[src/design/bud_pkg.sv]
// ----------------------------------------------------------------------------
// bud_pkg
// Shared types and constants of the byte unstuffing deframer.
// ----------------------------------------------------------------------------
package bud_pkg;

    localparam logic [7:0] FLAG_BYTE     = 8'h7E;
    localparam logic [7:0] ESC_BYTE      = 8'h7D;
    localparam logic [7:0] ESC_FLAG_CODE = 8'h01;
    localparam logic [7:0] ESC_ESC_CODE  = 8'h02;

    localparam logic [1:0] ST_OK             = 2'd0;
    localparam logic [1:0] ST_BAD_ESCAPE     = 2'd1;
    localparam logic [1:0] ST_ESC_BEFORE_END = 2'd2;
    localparam logic [1:0] ST_OVERFLOW       = 2'd3;

    localparam logic [15:0] CAPACITY_RESET = 16'hFFFF;

    typedef struct packed {
        logic        escape_pending;
        logic [15:0] byte_count;
        logic [1:0]  error_code;
    } t_frame_state;

    typedef struct packed {
        logic [7:0]  out_byte;
        logic        frame_end;
        logic [1:0]  frame_status;
        logic [15:0] decoded_len;
    } t_result;

endpackage

[src/design/bud_decode.sv]
// ----------------------------------------------------------------------------
// bud_decode
// Per-byte decision: next frame state and the optional result item.
// ----------------------------------------------------------------------------
module bud_decode
    import bud_pkg::*;
(
    input  logic [7:0]   i_byte,
    input  logic [15:0]  i_capacity,
    input  t_frame_state i_state,
    output t_frame_state o_state,
    output logic         o_result_valid,
    output t_result      o_result
);

    logic [16:0] w_count_inc;
    logic        w_overflow;
    logic        w_is_data;
    logic        w_is_end;
    logic [7:0]  w_data_byte;
    logic [1:0]  w_err;
    logic [1:0]  w_end_err;

    assign w_count_inc = {1'b0, i_state.byte_count} + 17'd1;
    assign w_overflow  = w_count_inc > {1'b0, i_capacity};

    always_comb begin
        w_is_data   = 1'b0;
        w_is_end    = 1'b0;
        w_data_byte = i_byte;
        w_err       = i_state.error_code;
        o_state     = i_state;
        o_state.escape_pending = 1'b0;
        if (i_state.escape_pending) begin
            case (i_byte)
                FLAG_BYTE: begin
                    w_is_end = 1'b1;
                    if (w_err == ST_OK) w_err = ST_ESC_BEFORE_END;
                end
                ESC_FLAG_CODE: begin
                    w_is_data   = 1'b1;
                    w_data_byte = FLAG_BYTE;
                end
                ESC_ESC_CODE: begin
                    w_is_data   = 1'b1;
                    w_data_byte = ESC_BYTE;
                end
                default: begin
                    if (w_err == ST_OK) w_err = ST_BAD_ESCAPE;
                end
            endcase
        end else begin
            case (i_byte)
                FLAG_BYTE: w_is_end = 1'b1;
                ESC_BYTE:  o_state.escape_pending = 1'b1;
                default:   w_is_data = 1'b1;
            endcase
        end

        // Check capacity on the terminator too; it is emitted regardless.
        w_end_err = (w_err == ST_OK && w_overflow) ? ST_OVERFLOW : w_err;

        o_result_valid        = 1'b0;
        o_result.out_byte     = w_data_byte;
        o_result.frame_end    = 1'b0;
        o_result.frame_status = ST_OK;
        o_result.decoded_len  = w_count_inc[15:0];
        o_state.error_code    = w_err;

        if (w_is_end) begin
            o_result_valid        = 1'b1;
            o_result.out_byte     = FLAG_BYTE;
            o_result.frame_end    = 1'b1;
            o_result.frame_status = w_end_err;
            o_result.decoded_len  = w_count_inc[16] ? 16'hFFFF : w_count_inc[15:0];
            o_state.escape_pending = 1'b0;
            o_state.byte_count     = '0;
            o_state.error_code     = ST_OK;
        end else if (w_is_data && w_err == ST_OK) begin
            if (w_overflow) begin
                o_state.error_code = ST_OVERFLOW;
            end else begin
                o_result_valid     = 1'b1;
                o_state.byte_count = w_count_inc[15:0];
            end
        end
    end

endmodule

[src/design/bud_out_reg.sv]
// ----------------------------------------------------------------------------
// bud_out_reg
// Result register toward the master-side stream; holds while stalled.
// ----------------------------------------------------------------------------
module bud_out_reg
    import bud_pkg::*;
(
    input  logic    i_clk,
    input  logic    i_rst_n,
    input  logic    i_load,
    input  t_result i_result,
    input  logic    i_ready,
    output logic    o_free,
    output logic    o_valid,
    output t_result o_result
);

    logic    r_valid;
    logic    n_valid;
    t_result r_result;

    // Free when empty or when the current transaction completes this cycle.
    assign o_free = !r_valid || i_ready;

    always_comb begin
        n_valid = r_valid;
        if (i_load)      n_valid = 1'b1;
        else if (i_ready) n_valid = 1'b0;
    end

    always_ff @(posedge i_clk) begin
        if (!i_rst_n) begin
            r_valid <= 1'b0;
        end else begin
            r_valid <= n_valid;
        end
    end

    always_ff @(posedge i_clk) begin
        if (i_load) begin
            r_result <= i_result;
        end
    end

    assign o_valid  = r_valid;
    assign o_result = r_result;

endmodule

[src/design/byte_unstuffing_deframer_core.sv]
// ----------------------------------------------------------------------------
// byte_unstuffing_deframer_core
// Removes byte stuffing from a link byte stream and marks frame ends.
// ----------------------------------------------------------------------------
// Usage:
//   Slave-side stream takes one stuffed link byte per transaction in
//   tdata[7:0]. 0x7E ends a frame, 0x7D escapes the following byte.
//   Master-side stream gives one result per decoded byte and one per
//   terminator: tdata[7:0] byte, tdata[23:8] running frame length,
//   tlast on the terminator, tuser[1:0] frame status on the terminator.
//   Escape bytes, bad codes, overflow bytes and bytes after an error give no result.
//   Configuration channel writes frame_capacity (16 bits); it is always
//   ready and must be written only while the block is idle.
// Timing:
//   Throughput is one byte per cycle while the receiver keeps up. An
//   accepted input transaction passes the input register, then the
//   decode, then the result register on its way to the output.
//   When the receiver stalls, the result register holds; the input
//   register still drains bytes that make no result, and s_axis_tready
//   falls only once a pending byte needs the occupied result register.
// Reset: synchronous, active low; clears both registers' valid flags and
//   the frame state, and sets frame_capacity to 65535.
// ----------------------------------------------------------------------------
module byte_unstuffing_deframer_core
    import bud_pkg::*;
(
    input  logic        i_clk,
    input  logic        i_rst_n,
    // configuration write channel
    input  logic        i_cfg_valid,
    output logic        o_cfg_ready,
    input  logic [15:0] i_cfg_data,      // frame_capacity
    // slave-side stream
    input  logic        i_s_axis_tvalid,
    output logic        o_s_axis_tready,
    input  logic [7:0]  i_s_axis_tdata,  // [7:0] in_byte
    // master-side stream
    output logic        o_m_axis_tvalid,
    input  logic        i_m_axis_tready,
    output logic [23:0] o_m_axis_tdata,  // [7:0] out_byte, [23:8] decoded_len
    output logic        o_m_axis_tlast,  // frame_end
    output logic [1:0]  o_m_axis_tuser   // [1:0] frame_status
);

    logic [15:0]  r_capacity;
    logic         r_in_valid;
    logic [7:0]   r_in_byte;
    t_frame_state r_state;
    t_frame_state n_state;
    logic         w_res_valid;
    t_result      w_result;
    t_result      w_out;
    logic         w_out_free;
    logic         w_consume;

    assign o_cfg_ready = 1'b1;

    always_ff @(posedge i_clk) begin
        if (!i_rst_n) begin
            r_capacity <= CAPACITY_RESET;
        end else if (i_cfg_valid) begin
            r_capacity <= i_cfg_data;
        end
    end

    // Retire the held byte when it makes no result or the result slot is free.
    assign w_consume       = r_in_valid && (!w_res_valid || w_out_free);
    assign o_s_axis_tready = !r_in_valid || w_consume;

    always_ff @(posedge i_clk) begin
        if (!i_rst_n) begin
            r_in_valid <= 1'b0;
        end else if (o_s_axis_tready) begin
            r_in_valid <= i_s_axis_tvalid;
        end
    end

    // Payload: load on every accepted transaction.
    always_ff @(posedge i_clk) begin
        if (i_s_axis_tvalid && o_s_axis_tready) begin
            r_in_byte <= i_s_axis_tdata;
        end
    end

    bud_decode u_decode (
        .i_byte         (r_in_byte),
        .i_capacity     (r_capacity),
        .i_state        (r_state),
        .o_state        (n_state),
        .o_result_valid (w_res_valid),
        .o_result       (w_result)
    );

    // Advance the frame state only when the held byte retires.
    always_ff @(posedge i_clk) begin
        if (!i_rst_n) begin
            r_state <= '0;
        end else if (w_consume) begin
            r_state <= n_state;
        end
    end

    bud_out_reg u_out_reg (
        .i_clk    (i_clk),
        .i_rst_n  (i_rst_n),
        .i_load   (w_consume && w_res_valid),
        .i_result (w_result),
        .i_ready  (i_m_axis_tready),
        .o_free   (w_out_free),
        .o_valid  (o_m_axis_tvalid),
        .o_result (w_out)
    );

    assign o_m_axis_tdata = {w_out.decoded_len, w_out.out_byte};
    assign o_m_axis_tlast = w_out.frame_end;
    assign o_m_axis_tuser = w_out.frame_status;

endmodule

[config.mk]
export PLATFORM = sky130hd
export DESIGN_NAME = byte_unstuffing_deframer_core
export DESIGN_NICKNAME = d
export VERILOG_FILES = /design/src/design/bud_pkg.sv /design/src/design/bud_decode.sv /design/src/design/bud_out_reg.sv /design/src/design/byte_unstuffing_deframer_core.sv
export SDC_FILE = /design/constraint.sdc
export NUM_CORES = 1
export LEC_CHECK = 0
export BUFFER_PORTS_ARGS = -buffer_cell sky130_fd_sc_hd__buf_4
export CAP_MARGIN = 20
export CORE_MARGIN = 2
export CORE_UTILIZATION = 52
export DETAILED_ROUTE_END_ITERATION = 6
export PLACE_DENSITY = 0.87
export SYNTH_ARGS = -nofsm -noshare
export SYNTH_HDL_FRONTEND = slang
export SYNTH_HIERARCHICAL = 1
export SYNTH_SLANG_ARGS = --single-unit
[constraint.sdc]
create_clock -name i_clk -period 3.5 [get_ports i_clk]
set_input_delay 0.35 -clock i_clk [delete_from_list [all_inputs] [get_ports i_clk]]
set_output_delay 0.35 -clock i_clk [all_outputs]
set_load 0.1 [all_outputs]
==> run metrics <==
placed cell areas 0.00452 sq mm; vias post-DR slightly above 3000; Synth Flop Type dfxtp_1; global-route wire length before repair 14.5 mm; setup violators final 1; area delta synth->final 25.4%; nature of the critical path startpoint flip-flop; DIE AREA 0.00820 sq mm; clk slew on worst S/H paths ~0.08 ns; worst relative slew slack 0.630; crit-path cells nand2_1, nor3_4, xor2_1, ha_1, and3_4, nand4_1, or4_4, a21oi_4, nand3_2, nand2_4, nand3_4, buf_12; TNS Setup -0.0576 ns; post-route cell area 0.00489 sq mm; Crit path largest cell delay between 0.5 and 0.6 ns; P_int 1.33 mW; Avg Cell Area, Syn 10.1 sq um; FP Rows 31; Clk Latency, worst-skew pair between 0.3 and 0.4 ns; Seq cells post-synth 72; Max Clock Skew 0.00842 ns; Net Count, Synth 433; Synth cell types 59; port bufs 57; Routed WL 8.86 mm; CP max FO 8; Routability Congestion 0.885; gr ovfl total 0; Hold Vio Cnt, Final 0; share of cells above drive strength 1 0.313; Post-Syn Instances just under 400; Max Root-Sink Buffers 2; diodes inserted 0; post-layout min period 3.56 ns; sequential power share 0.510; Clock power frac 0.339; initial antenna violation count 0; number of global-route vias before repair 3035; WL/cell 15.6 um; Initial Util 0.537; H-tree depth 3; failing checks negative setup slack; critical path class reg -> out; CTS tree done; clock sinks 72; CP Capture Type output port; IO Count a little under 60; Worst path slowest cell or4_4; pwr dens roughly 380 mW/mm^2; min-delay worst type in -> reg; WP buf/inv 1; antenna violation net count after detailed routing 0; Final Max Slew Viols 0; Max-Cap Viols 0; fillers 522; drt first pass iters 5; # DRC 0; status complete, but fails checks; DIE HEIGHT 90.6 um; part of the cycle the worst path needs 1.02; initial drt markers ~190; Hold Slack 0.186 ns; peak supply drop 0.168 mV; largest net degree at the start of global routing between 50 and 60; fmax between 0.2 and 0.3 GHz; WP data required 3.15 ns; Logic pwr share 0.151; Data arrival, critical path 3.21 ns; Nets 510; switching part of the total 0.279; vias per inst 5.41; Sw Pwr 0.514 mW; non-filler instance count after layout approximately 570; Pleak 2.24 nW; unrepaired setup endpoints after global routing yes; Post-synth ARST share 0; Setup WS post-layout -0.0576 ns; yosys warns 6; die width 90.6 um; CTS Buf Count 9; Post-Syn Area 0.00390 sq mm; Post-synth EDFFs 35; family with the most delay on the worst path simple AND/OR/NAND/NOR gates; gr usage total 0.224; core area 0.00725 sq mm; Cell Count Post-Placement roughly 550; Seq/Total Area, Yosys 0.460; dpl hpwl 6.27 mm; worst slew pin tran 0.554 ns; clk root buf clkbuf_8
[cells in the mapped netlist, types with 4 or more instances]
| library cell | n | area share |
|---|---|---|
| a21oi_1 | 12 | 0.015 |
| and3_1 | 7 | 0.011 |
| buf_2 | 6 | 0.0077 |
| dfxtp_1 | 37 | 0.19 |
| edfxtp_1 | 35 | 0.27 |
| ha_1 | 17 | 0.055 |
| inv_1 | 22 | 0.021 |
| mux2i_1 | 39 | 0.10 |
| nand2_1 | 76 | 0.073 |
| nand2b_1 | 21 | 0.034 |
| nand3_1 | 11 | 0.014 |
| nand4_1 | 4 | 0.0064 |
| nor2_1 | 15 | 0.014 |
| o21ai_1 | 7 | 0.0090 |
| or3_1 | 6 | 0.0096 |
| xnor2_1 | 5 | 0.011 |
| xor2_1 | 10 | 0.022 |
[placed cells by master, fill, tap and decap left out, types with 9 or more instances in the layout]
master / netlist / final
mux2i_1: 39 / 37
clkbuf_8: 1 / 9
nor2_1: 15 / 13
dfxtp_1: 37 / 30
ha_1: 17 / 16
nand2b_1: 21 / 21
a21oi_1: 12 / 11
inv_1: 22 / 22
nand3_1: 11 / 9
nand2_1: 76 / 73
edfxtp_1: 35 / 35
buf_4: 3 / 81
[metrics by stage]
| step | setup slack (ns) | power [mW] | utilization |
|---|---|---|---|
| 2_1_floorplan | 0.0108 | 1.16 | - |
| 3_3_place_gp | 0.0214 | 1.22 | 0.624 |
| 3_5_place_dp | -0.113 | 1.23 | 0.624 |
| 4_1_cts | -0.0206 | 1.85 | 0.671 |
| 5_1_grt | -0.208 | 1.91 | 0.674 |
| 6_report | -0.0576 | 1.84 | 0.674 |
[layer usage]
metal	vias to the layer above	routed length [um]	track usage
met5	-	0	0
met4	0	196	0.0910
met3	20	416	0.0492
met2	110	4320	0.364
met1	1459	3930	0.289
li1	1484	-	-
[final cells by class]
class | count | area, sq um | share of cell area
inverters | 24 | 91.3 | 0.0187
clock inverters | 6 | 60.1 | 0.0123
clock buffers | 10 | 128 | 0.0261
flip-flops and latches | 72 | 1810 | 0.370
multi-input cells | 273 | 2020 | 0.413
well taps | 99 | 124 | 0.0254
repair buffers | 84 | 659 | 0.135
[flip-flops by register name (all words and copies together), names as in the netlist]
signal	flops
r_capacity	16
r_in_byte	8
r_in_valid	1
r_state	19
u_out_reg/o_result	27
u_out_reg/o_valid	1
[kinds of logic (layout without fill, tap and decap cells)]
group,count (synthesis),count (layout),share of synthesized area
buffers and inverters,42,124,0.0597
AOI/OAI and AO/OA,38,38,0.0700
other,1,1,0.000962
muxes,41,41,0.106
and+or+nand+nor,160,160,0.211
adders and majority gates,17,17,0.0546
DFF,72,72,0.460
xor gates and xnor gates,16,16,0.0379
[power groups by stage]
| stage | Sequential [mW] | Combinational, mW | Clock [mW] |
|---|---|---|---|
| final | 0.940 | 0.277 | 0.624 |
| after global routing | 0.944 | 0.291 | 0.673 |
| after CTS | 0.940 | 0.274 | 0.633 |
| after detailed placement | 0.958 | 0.269 | 0 |
| after global placement | 0.956 | 0.264 | 0 |
| after floorplan | 1.07 | 0.0926 | 0 |
[path summary, 6_finish.rpt]
| kind | end | slack, ns | cells after the start | from |
|---|---|---|---|---|
| max | o_s_axis_tready | -0.06 | 12 | r_state[9] |
| min reg2reg | r_capacity[10] | 0.47 | 2 | r_capacity[10] |
| min | r_in_byte[3] | 0.19 | 1 | i_s_axis_tdata[3] |
| max reg2reg | u_out_reg/o_result[18] | 0.03 | 12 | r_state[9] |
[repair_timing]
item                                   in CTS  in global routing
gates resized for setup                    28                  5
endpoints found under the hold margin       0                  0
setup buffers                               5                  0
pin swaps                                  17                  0
hold buffers                                0                  0
setup endpoints to repair                  36                 48
(Power assumes the default switching activity.)
